<file path="src/hdl/dvu_pkg.sv">
// Package for the distance-vector update block: widths, node count, cost
// constants, item type and the mode codes. No dependencies.
`timescale 1ns / 1ps

package dvu_pkg;

  localparam int NODE_COUNT = 4;
  localparam int NODE_W     = 2;
  localparam int COST_W     = 10;

  localparam logic [COST_W-1:0] UNREACHABLE_COST = COST_W'(999);

  typedef logic [COST_W-1:0] cost_t;
  typedef cost_t [NODE_COUNT-1:0] cost_vec_t;

  // Direct link costs after reset: node 1 is this node.
  localparam cost_vec_t LINK_RESET = '{UNREACHABLE_COST, COST_W'(1), COST_W'(0), COST_W'(1)};

  typedef enum logic {
    MODE_INIT   = 1'b0,
    MODE_UPDATE = 1'b1
  } mode_t;

  typedef struct packed {
    mode_t             mode;
    logic [NODE_W-1:0] source_node;
    cost_t             adv_cost_dest0;
    cost_t             adv_cost_dest1;
    cost_t             adv_cost_dest2;
    cost_t             adv_cost_dest3;
  } item_t;

endpackage

</file>
<file path="src/hdl/dvu_channels.sv">
// Valid/ready channel interfaces for update items and cost vectors.
// Depends on dvu_pkg.
`timescale 1ns / 1ps

interface dvu_update_if;
  logic                      valid;
  logic                      ready;
  logic                      mode;
  logic [dvu_pkg::NODE_W-1:0] source_node;
  dvu_pkg::cost_t            adv_cost_dest0;
  dvu_pkg::cost_t            adv_cost_dest1;
  dvu_pkg::cost_t            adv_cost_dest2;
  dvu_pkg::cost_t            adv_cost_dest3;

  modport source (output valid, mode, source_node, adv_cost_dest0, adv_cost_dest1,
                  adv_cost_dest2, adv_cost_dest3, input ready);
  modport sink   (input valid, mode, source_node, adv_cost_dest0, adv_cost_dest1,
                  adv_cost_dest2, adv_cost_dest3, output ready);
endinterface

interface dvu_vector_if;
  logic           valid;
  logic           ready;
  dvu_pkg::cost_t best_cost_dest0;
  dvu_pkg::cost_t best_cost_dest1;
  dvu_pkg::cost_t best_cost_dest2;
  dvu_pkg::cost_t best_cost_dest3;

  modport source (output valid, best_cost_dest0, best_cost_dest1, best_cost_dest2,
                  best_cost_dest3, input ready);
  modport sink   (input valid, best_cost_dest0, best_cost_dest1, best_cost_dest2,
                  best_cost_dest3, output ready);
endinterface

</file>
<file path="src/hdl/dvu_table.sv">
// Cost table and least-cost vector with the combinational update logic.
// Depends on dvu_pkg.
`timescale 1ns / 1ps

module dvu_table (
  input  logic               clk,
  input  logic               rst,
  input  logic               step,
  input  dvu_pkg::item_t     item,
  input  dvu_pkg::cost_vec_t link_cost,
  output dvu_pkg::cost_vec_t best_next,
  output logic               emit
);

  dvu_pkg::cost_t best_costs [dvu_pkg::NODE_COUNT];
  dvu_pkg::cost_t cost_table [dvu_pkg::NODE_COUNT][dvu_pkg::NODE_COUNT];
  dvu_pkg::cost_t table_next [dvu_pkg::NODE_COUNT][dvu_pkg::NODE_COUNT];

  dvu_pkg::cost_t           via;
  dvu_pkg::cost_vec_t       adv;
  dvu_pkg::cost_vec_t       cand;
  logic [dvu_pkg::COST_W:0] sum [dvu_pkg::NODE_COUNT];
  logic                     fell;

  assign via = best_costs[item.source_node];
  assign adv = {item.adv_cost_dest3, item.adv_cost_dest2,
                item.adv_cost_dest1, item.adv_cost_dest0};

  always_comb begin
    for (int d = 0; d < dvu_pkg::NODE_COUNT; d++) begin
      sum[d]  = {1'b0, via} + {1'b0, adv[d]};
      cand[d] = (sum[d] > {1'b0, dvu_pkg::UNREACHABLE_COST}) ?
                dvu_pkg::UNREACHABLE_COST : sum[d][dvu_pkg::COST_W-1:0];
    end
  end

  always_comb begin
    for (int d = 0; d < dvu_pkg::NODE_COUNT; d++) begin
      for (int h = 0; h < dvu_pkg::NODE_COUNT; h++) begin
        if (item.mode == dvu_pkg::MODE_INIT) begin
          if (d == h) begin
            table_next[d][h] = (link_cost[d] > dvu_pkg::UNREACHABLE_COST) ?
                               dvu_pkg::UNREACHABLE_COST : link_cost[d];
          end else begin
            table_next[d][h] = dvu_pkg::UNREACHABLE_COST;
          end
        end else if (dvu_pkg::NODE_W'(h) == item.source_node &&
                     cand[d] < cost_table[d][h]) begin
          table_next[d][h] = cand[d];
        end else begin
          table_next[d][h] = cost_table[d][h];
        end
      end
    end
  end

  // Row minima of the updated table; a result goes out on init or when one fell.
  always_comb begin
    fell = 1'b0;
    for (int d = 0; d < dvu_pkg::NODE_COUNT; d++) begin
      best_next[d] = table_next[d][0];
      for (int h = 1; h < dvu_pkg::NODE_COUNT; h++) begin
        if (table_next[d][h] < best_next[d]) begin
          best_next[d] = table_next[d][h];
        end
      end
      if (best_next[d] < best_costs[d]) begin
        fell = 1'b1;
      end
    end
    emit = (item.mode == dvu_pkg::MODE_INIT) || fell;
  end

  always_ff @(posedge clk) begin
    if (rst) begin
      for (int d = 0; d < dvu_pkg::NODE_COUNT; d++) begin
        best_costs[d] <= dvu_pkg::UNREACHABLE_COST;
        for (int h = 0; h < dvu_pkg::NODE_COUNT; h++) begin
          cost_table[d][h] <= dvu_pkg::UNREACHABLE_COST;
        end
      end
    end else if (step) begin
      for (int d = 0; d < dvu_pkg::NODE_COUNT; d++) begin
        best_costs[d] <= best_next[d];
        for (int h = 0; h < dvu_pkg::NODE_COUNT; h++) begin
          cost_table[d][h] <= table_next[d][h];
        end
      end
    end
  end

endmodule

</file>
<file path="src/hdl/distance_vector_update_top.sv">
// Top level of the distance-vector routing node: input register, link cost
// registers, result register. Depends on dvu_pkg, dvu_channels, dvu_table.
//
//   channel  dir  handshake     contents
//   upd      in   valid/ready   mode, source_node, adv_cost_dest0..3
//   res      out  valid/ready   best_cost_dest0..3
//   cfg      in   cfg_we        cfg_index, cfg_data (link costs 0..3)
//
// One item per cycle sustained while the result is not stalled; an accepted item
// is held in the input register, and the table update and row minima go from
// it into the result register. Reset clears the table and the vector to
// unreachable and the link costs to their defaults. A stalled result holds the
// pipeline; upd.ready stays high while the input register is empty or moving on.
`timescale 1ns / 1ps

module distance_vector_update_top (
  input  logic                        clk,
  input  logic                        rst,
  dvu_update_if.sink                  upd,
  dvu_vector_if.source                res,
  input  logic                        cfg_we,
  input  logic [dvu_pkg::NODE_W-1:0]  cfg_index,
  input  dvu_pkg::cost_t              cfg_data
);

  dvu_pkg::cost_vec_t link_cost;
  dvu_pkg::item_t     in_item;
  logic               in_valid;
  dvu_pkg::cost_vec_t res_vec;
  logic               res_valid;
  dvu_pkg::cost_vec_t best_next;
  logic               emit;
  logic               advance;

  assign advance   = in_valid && (!res_valid || res.ready);
  assign upd.ready = !in_valid || advance;

  always_ff @(posedge clk) begin
    if (rst) begin
      link_cost <= dvu_pkg::LINK_RESET;
    end else if (cfg_we) begin
      link_cost[cfg_index] <= cfg_data;
    end
  end

  always_ff @(posedge clk) begin
    if (rst) begin
      in_valid <= 1'b0;
    end else if (upd.valid && upd.ready) begin
      in_valid <= 1'b1;
    end else if (advance) begin
      in_valid <= 1'b0;
    end
  end

  always_ff @(posedge clk) begin
    if (upd.valid && upd.ready) begin
      in_item.mode           <= dvu_pkg::mode_t'(upd.mode);
      in_item.source_node    <= upd.source_node;
      in_item.adv_cost_dest0 <= upd.adv_cost_dest0;
      in_item.adv_cost_dest1 <= upd.adv_cost_dest1;
      in_item.adv_cost_dest2 <= upd.adv_cost_dest2;
      in_item.adv_cost_dest3 <= upd.adv_cost_dest3;
    end
  end

  dvu_table u_table (
    .clk       (clk),
    .rst       (rst),
    .step      (advance),
    .item      (in_item),
    .link_cost (link_cost),
    .best_next (best_next),
    .emit      (emit)
  );

  // An update that lowers no minimum retires without a result transaction.
  always_ff @(posedge clk) begin
    if (rst) begin
      res_valid <= 1'b0;
    end else if (advance) begin
      res_valid <= emit;
    end else if (res.ready) begin
      res_valid <= 1'b0;
    end
  end

  always_ff @(posedge clk) begin
    if (advance && emit) begin
      res_vec <= best_next;
    end
  end

  assign res.valid           = res_valid;
  assign res.best_cost_dest0 = res_vec[0];
  assign res.best_cost_dest1 = res_vec[1];
  assign res.best_cost_dest2 = res_vec[2];
  assign res.best_cost_dest3 = res_vec[3];

endmodule
</file>
<file path="src/flat_wrapper.sv">
// flat-port wrapper written by rule: the top's interface ports become plain ports
module distance_vector_update_top_flat 
  (clk, rst, cfg_we, cfg_index, cfg_data, upd_valid, upd_mode, upd_source_node, upd_adv_cost_dest0, upd_adv_cost_dest1, upd_adv_cost_dest2, upd_adv_cost_dest3, upd_ready, res_valid, res_best_cost_dest0, res_best_cost_dest1, res_best_cost_dest2, res_best_cost_dest3, res_ready);
  dvu_update_if upd_i ();
  dvu_vector_if res_i ();
  input  logic clk;
  input  logic rst;
  input  logic cfg_we;
  input  logic [dvu_pkg::NODE_W-1:0] cfg_index;
  input  dvu_pkg::cost_t cfg_data;
  input wire logic [$bits(upd_i.valid)-1:0] upd_valid;
  input wire logic [$bits(upd_i.mode)-1:0] upd_mode;
  input wire logic [$bits(upd_i.source_node)-1:0] upd_source_node;
  input wire logic [$bits(upd_i.adv_cost_dest0)-1:0] upd_adv_cost_dest0;
  input wire logic [$bits(upd_i.adv_cost_dest1)-1:0] upd_adv_cost_dest1;
  input wire logic [$bits(upd_i.adv_cost_dest2)-1:0] upd_adv_cost_dest2;
  input wire logic [$bits(upd_i.adv_cost_dest3)-1:0] upd_adv_cost_dest3;
  output wire logic [$bits(upd_i.ready)-1:0] upd_ready;
  output wire logic [$bits(res_i.valid)-1:0] res_valid;
  output wire logic [$bits(res_i.best_cost_dest0)-1:0] res_best_cost_dest0;
  output wire logic [$bits(res_i.best_cost_dest1)-1:0] res_best_cost_dest1;
  output wire logic [$bits(res_i.best_cost_dest2)-1:0] res_best_cost_dest2;
  output wire logic [$bits(res_i.best_cost_dest3)-1:0] res_best_cost_dest3;
  input wire logic [$bits(res_i.ready)-1:0] res_ready;
  assign upd_i.valid = upd_valid;
  assign upd_i.mode = upd_mode;
  assign upd_i.source_node = upd_source_node;
  assign upd_i.adv_cost_dest0 = upd_adv_cost_dest0;
  assign upd_i.adv_cost_dest1 = upd_adv_cost_dest1;
  assign upd_i.adv_cost_dest2 = upd_adv_cost_dest2;
  assign upd_i.adv_cost_dest3 = upd_adv_cost_dest3;
  assign upd_ready = upd_i.ready;
  assign res_valid = res_i.valid;
  assign res_best_cost_dest0 = res_i.best_cost_dest0;
  assign res_best_cost_dest1 = res_i.best_cost_dest1;
  assign res_best_cost_dest2 = res_i.best_cost_dest2;
  assign res_best_cost_dest3 = res_i.best_cost_dest3;
  assign res_i.ready = res_ready;
  distance_vector_update_top u_core (.clk(clk), .rst(rst), .upd(upd_i), .res(res_i), .cfg_we(cfg_we), .cfg_index(cfg_index), .cfg_data(cfg_data));
endmodule
</file>
<file path="config.mk">
export PLATFORM = sky130hd
export DESIGN_NAME = distance_vector_update_top_flat
export DESIGN_NICKNAME = d
export VERILOG_FILES = /design/src/hdl/dvu_pkg.sv /design/src/hdl/dvu_channels.sv /design/src/hdl/dvu_table.sv /design/src/hdl/distance_vector_update_top.sv /design/src/flat_wrapper.sv
export SDC_FILE = /design/constraint.sdc
export NUM_CORES = 1
export LEC_CHECK = 0
export BUFFER_PORTS_ARGS = -buffer_cell sky130_fd_sc_hd__buf_2
export CAP_MARGIN = 10
export CORE_MARGIN = 8
export CORE_UTILIZATION = 50
export DETAILED_ROUTE_END_ITERATION = 10
export PLACE_DENSITY = 0.67
export SLEW_MARGIN = 20
export SYNTH_ARGS = -nofsm -noshare
export SYNTH_HDL_FRONTEND = slang
export SYNTH_SLANG_ARGS = --single-unit
export TNS_END_PERCENT = 5
</file>
<file path="constraint.sdc">
create_clock -name clk -period 21 [get_ports clk]
set_input_delay 2.1 -clock clk [delete_from_list [all_inputs] [get_ports clk]]
set_output_delay 2.1 -clock clk [all_outputs]
set_load 0.005 [all_outputs]
</file>
==> flow_summary_export.csv <==
group,metric,value,unit
sta,tightest_slew,1.13,ns
power_and_ir_drop,switching_share,35.8,%
grt,grt_start_max_net_pins,121,
clocking,numCtsBuffers,40,
route,vias_per_cell,6.10,
route,drt_wl_total,80500,um
grt,grt_pass1_wl,123000,um
layout,diodes,0,
clocking,clock-root-buffer,"clkbuf_16",
critical_path,r2r_end,"u_core.res.best_cost_dest1[5]",
clocking,post_cts.repair.setup_buffers,0,
floorplan,core,0.0511,sq mm
sta,slew_headroom,24.4,%
grt,grt_pass1_vias,21300,
critical_path,slowest_delay,0.78,ns
grt,grt-ovfl-total,0,
floorplan,pin_count,102,
clocking,worstSkewPairLatency,0.59,ns
run,drv_cap,0,
route,vias,21700,
yosys,synth-warning-count,0,
power_and_ir_drop,clkPwrFrac,30.8,%
layout,drive_above_1_share,11.4,%
clocking,path_clk_slew,0.06,ns
critical_path,reg2reg_depth,72,
yosys,synth-seq-cells,327,
critical_path,r2r_slack,4.39,ns
sta,setup_viol,0,
grt,grt_use_total,26.4,%
run_status,status,"finished clean",
yosys,netlist_area,0.0258,sq mm
power_and_ir_drop,combPwrFrac,37.0,%
floorplan,dieArea,0.0591,sq mm
floorplan,start_util,50.4,%
power_and_ir_drop,pwr-share-seq,32.2,%
sta,fin_crit,16.61,ns
route,drc,0,
critical_path,critPathMostFrequentCell,"a21oi_1",
layout,final_nets,3212,
critical_path,critPathArrivalTime,16.83,ns
placed_design,place_congestion,0.964,
layout,layout.cells.non_filler,3554,
hold_path,min_path_type,"flip-flop to flip-flop",
placed_design,port_buffers,101,
floorplan,die_y,243,um
layout,layout_commonest_cell,"ha_1",
route,initialDrtViolationCount,1778,
power_and_ir_drop,p_switching,0.854,mW
yosys,synth_edf_count,283,
sta,fmax,60.2,MHz
sta,period_share,79.1,%
yosys,syn-num-nets,3134,
clocking,cts_tree,"built",
clocking,cts_num_sinks,327,
clocking,post_cts_resized,0,
floorplan,row_count,83,
placed_design,dp_cells,3479,
yosys,synth_ff_type,"edfxtp_1",
power_and_ir_drop,power_density,83.9,mW/mm^2
critical_path,worst-setup-path-type,"flip-flop to flip-flop",
sta,final.setup.tns,0,ns
grt,antenna_found_initial,1,
sta,rsz0062_at_grt,"no",
route,dr.pass1.iters,6,
critical_path,crit_required,21.21,ns
clocking,clock_path_buffers,3,
critical_path,end_kind,"flip-flop",
route,top_layer,"met4",
clocking,cts_hold_buf,0,
yosys,syn_inst,2764,
placed_design,dp_hpwl,59800,um
route,wl_per_cell,22.7,um
floorplan,die_w,243,um
yosys,seq_area_frac_synth,36.4,%
power_and_ir_drop,p_leak,12.8,nW
route,wl_met3,6110,um
sta,clock_skew,0.0276,ns
sta,final_hold_viol_count,0,
critical_path,endpoint,"u_core.res.best_cost_dest1[5]",
yosys,syn_area_per_cell,9.32,sq um
route,ant_nets,0,
critical_path,startpoint_type,"flip-flop",
power_and_ir_drop,ir_drop,0.0605,mV
critical_path,crit_slowest_cell,"a2111oi_0",
clocking,htreeDepth,2,
yosys,ys_async_sr_fraction,0,%
layout,areaGrowthSynthToFinish,10.3,%
route,met2_wirelength,36200,um
route,drt-met1-wl,34400,um
layout,final_cell_mix,"ha_1 (306), inv_1 (286), nand2_1 (283), edfxtp_1 (283), nor2_1 (195)",
power_and_ir_drop,intPower,1.53,mW
yosys,yosysUniqueCellTypes,99,
critical_path,cp_max_fo,32,
sta,slew_violations,0,
## layout make-up
type                       count  area, sq um
clock buffer                  57         1200
clock inverter                17          175
fill                        4566        22700
inverter                     288         1080
multi-input combinational   2047        14900
sequential                   327         9380
tap                          680          851
timing repair buffer         138          816
## state kept, by name, summed over array words and instances (netlist names), named ones only
name	cells
u_core.res.best_cost_dest1	10
u_core.in_item	43
u_core.link_cost	40
u_core.res.best_cost_dest0	10
u_core.u_table.best_costs	40
u_core.res.best_cost_dest2	10
u_core.res.valid	1
u_core.u_table.cost_table	160
u_core.in_valid	1
u_core.res.best_cost_dest3	10
## worst min-delay path by stage
stage                              start              endpoint  slack [ns]  cells past startpoint
floorplan           u_core.link_cost[30]  u_core.link_cost[30]        0.44                      2
global route        u_core.link_cost[11]  u_core.link_cost[11]        0.50                      2
CTS                 u_core.link_cost[11]  u_core.link_cost[11]        0.47                      2
detailed placement  u_core.link_cost[11]  u_core.link_cost[11]        0.46                      2
global placement    u_core.link_cost[20]  u_core.link_cost[20]        0.45                      1
finish              u_core.link_cost[11]  u_core.link_cost[11]        0.47                      2
## power by group through the flow
stage                     clock network (mW)  registers, mW  logic (mW)
after detailed placement                   0          0.781       0.863
after global placement                     0          0.781       0.845
final                                  0.735          0.768       0.882
after floorplan                            0          0.775       0.626
after global routing                   0.768          0.770       0.965
after CTS                              0.750          0.768       0.870
## stage by stage
step	hold slack (ns)	total power, mW	util, %	area, sq um	setup WS [ns]
4_1_cts	0.469	2.39	55.6	28400	4.66
6_report	0.473	2.39	55.6	28400	4.39
3_3_place_gp	0.451	1.63	52.9	27000	5.01
2_1_floorplan	0.435	1.40	-	25800	5.05
5_1_grt	0.501	2.50	55.6	28400	2.91
3_5_place_dp	0.461	1.64	52.9	27000	4.72
## logic make-up (layout without fill, tap and decap cells)
| family | after synthesis | count (layout) | synth area share [%] |
|---|---|---|---|
| adders and majority gates | 317 | 317 | 15.4 |
| muxes | 200 | 200 | 8.76 |
| DFF | 327 | 327 | 36.4 |
| buffers and inverters | 390 | 500 | 5.84 |
| xor gates and xnor gates | 17 | 17 | 0.578 |
| AOI/OAI and AO/OA | 627 | 627 | 16.3 |
| and+or+nand+nor | 886 | 886 | 16.7 |
## synthesized netlist by cell type (7+ instances only)
library cell | instances | area share [%]
nand2_1 | 283 | 4.1
and3_1 | 13 | 0.32
nor2_1 | 197 | 2.9
buf_2 | 8 | 0.16
inv_1 | 288 | 4.2
o21ai_0 | 134 | 2.6
and2_1 | 28 | 0.68
o31ai_1 | 10 | 0.29
a21oi_1 | 178 | 3.5
nand2b_1 | 92 | 2.2
o21a_1 | 26 | 0.76
ha_1 | 306 | 15
xor2_1 | 8 | 0.27
or2_2 | 20 | 0.49
buf_1 | 13 | 0.19
a21o_1 | 68 | 2.0
edfxtp_1 | 283 | 33
a211oi_1 | 45 | 1.3
and3b_1 | 7 | 0.24
mux2_4 | 15 | 0.87
a21boi_0 | 11 | 0.32
nand3_1 | 71 | 1.4
nor2b_1 | 48 | 1.2
mux4_2 | 10 | 0.87
mux2i_1 | 131 | 5.1
nand4_1 | 56 | 1.4
o211a_1 | 13 | 0.50
o211ai_1 | 20 | 0.58
o22ai_1 | 10 | 0.24
nand3b_1 | 11 | 0.32
nor3_1 | 24 | 0.47
or3_1 | 11 | 0.27
a211o_1 | 15 | 0.51
a31oi_1 | 12 | 0.29
mux2_2 | 43 | 1.9
xnor2_1 | 9 | 0.31
a22oi_1 | 7 | 0.20
clkbuf_1 | 74 | 1.1
dfxtp_1 | 44 | 3.4
## layer usage
metal | vias to the layer above | track usage (%)
met1 | 10500 | 34.5
met5 | - | 0
li1 | 10100 | -
met4 | 0 | 12.1
met2 | 868 | 42.6
met3 | 196 | 4.38
## worst max-delay path, delay by kind of cell, from the launching register on
family | cells | cell delay, ns
and+or+nand+nor | 23 | 3.29
AOI/OAI and AO/OA | 33 | 7.35
DFF | 1 | 0.70
muxes | 4 | 1.64
adders and majority gates | 7 | 2.09
buffers and inverters | 5 | 1.06
No activity file was read; power rests on OpenSTA's default activity.
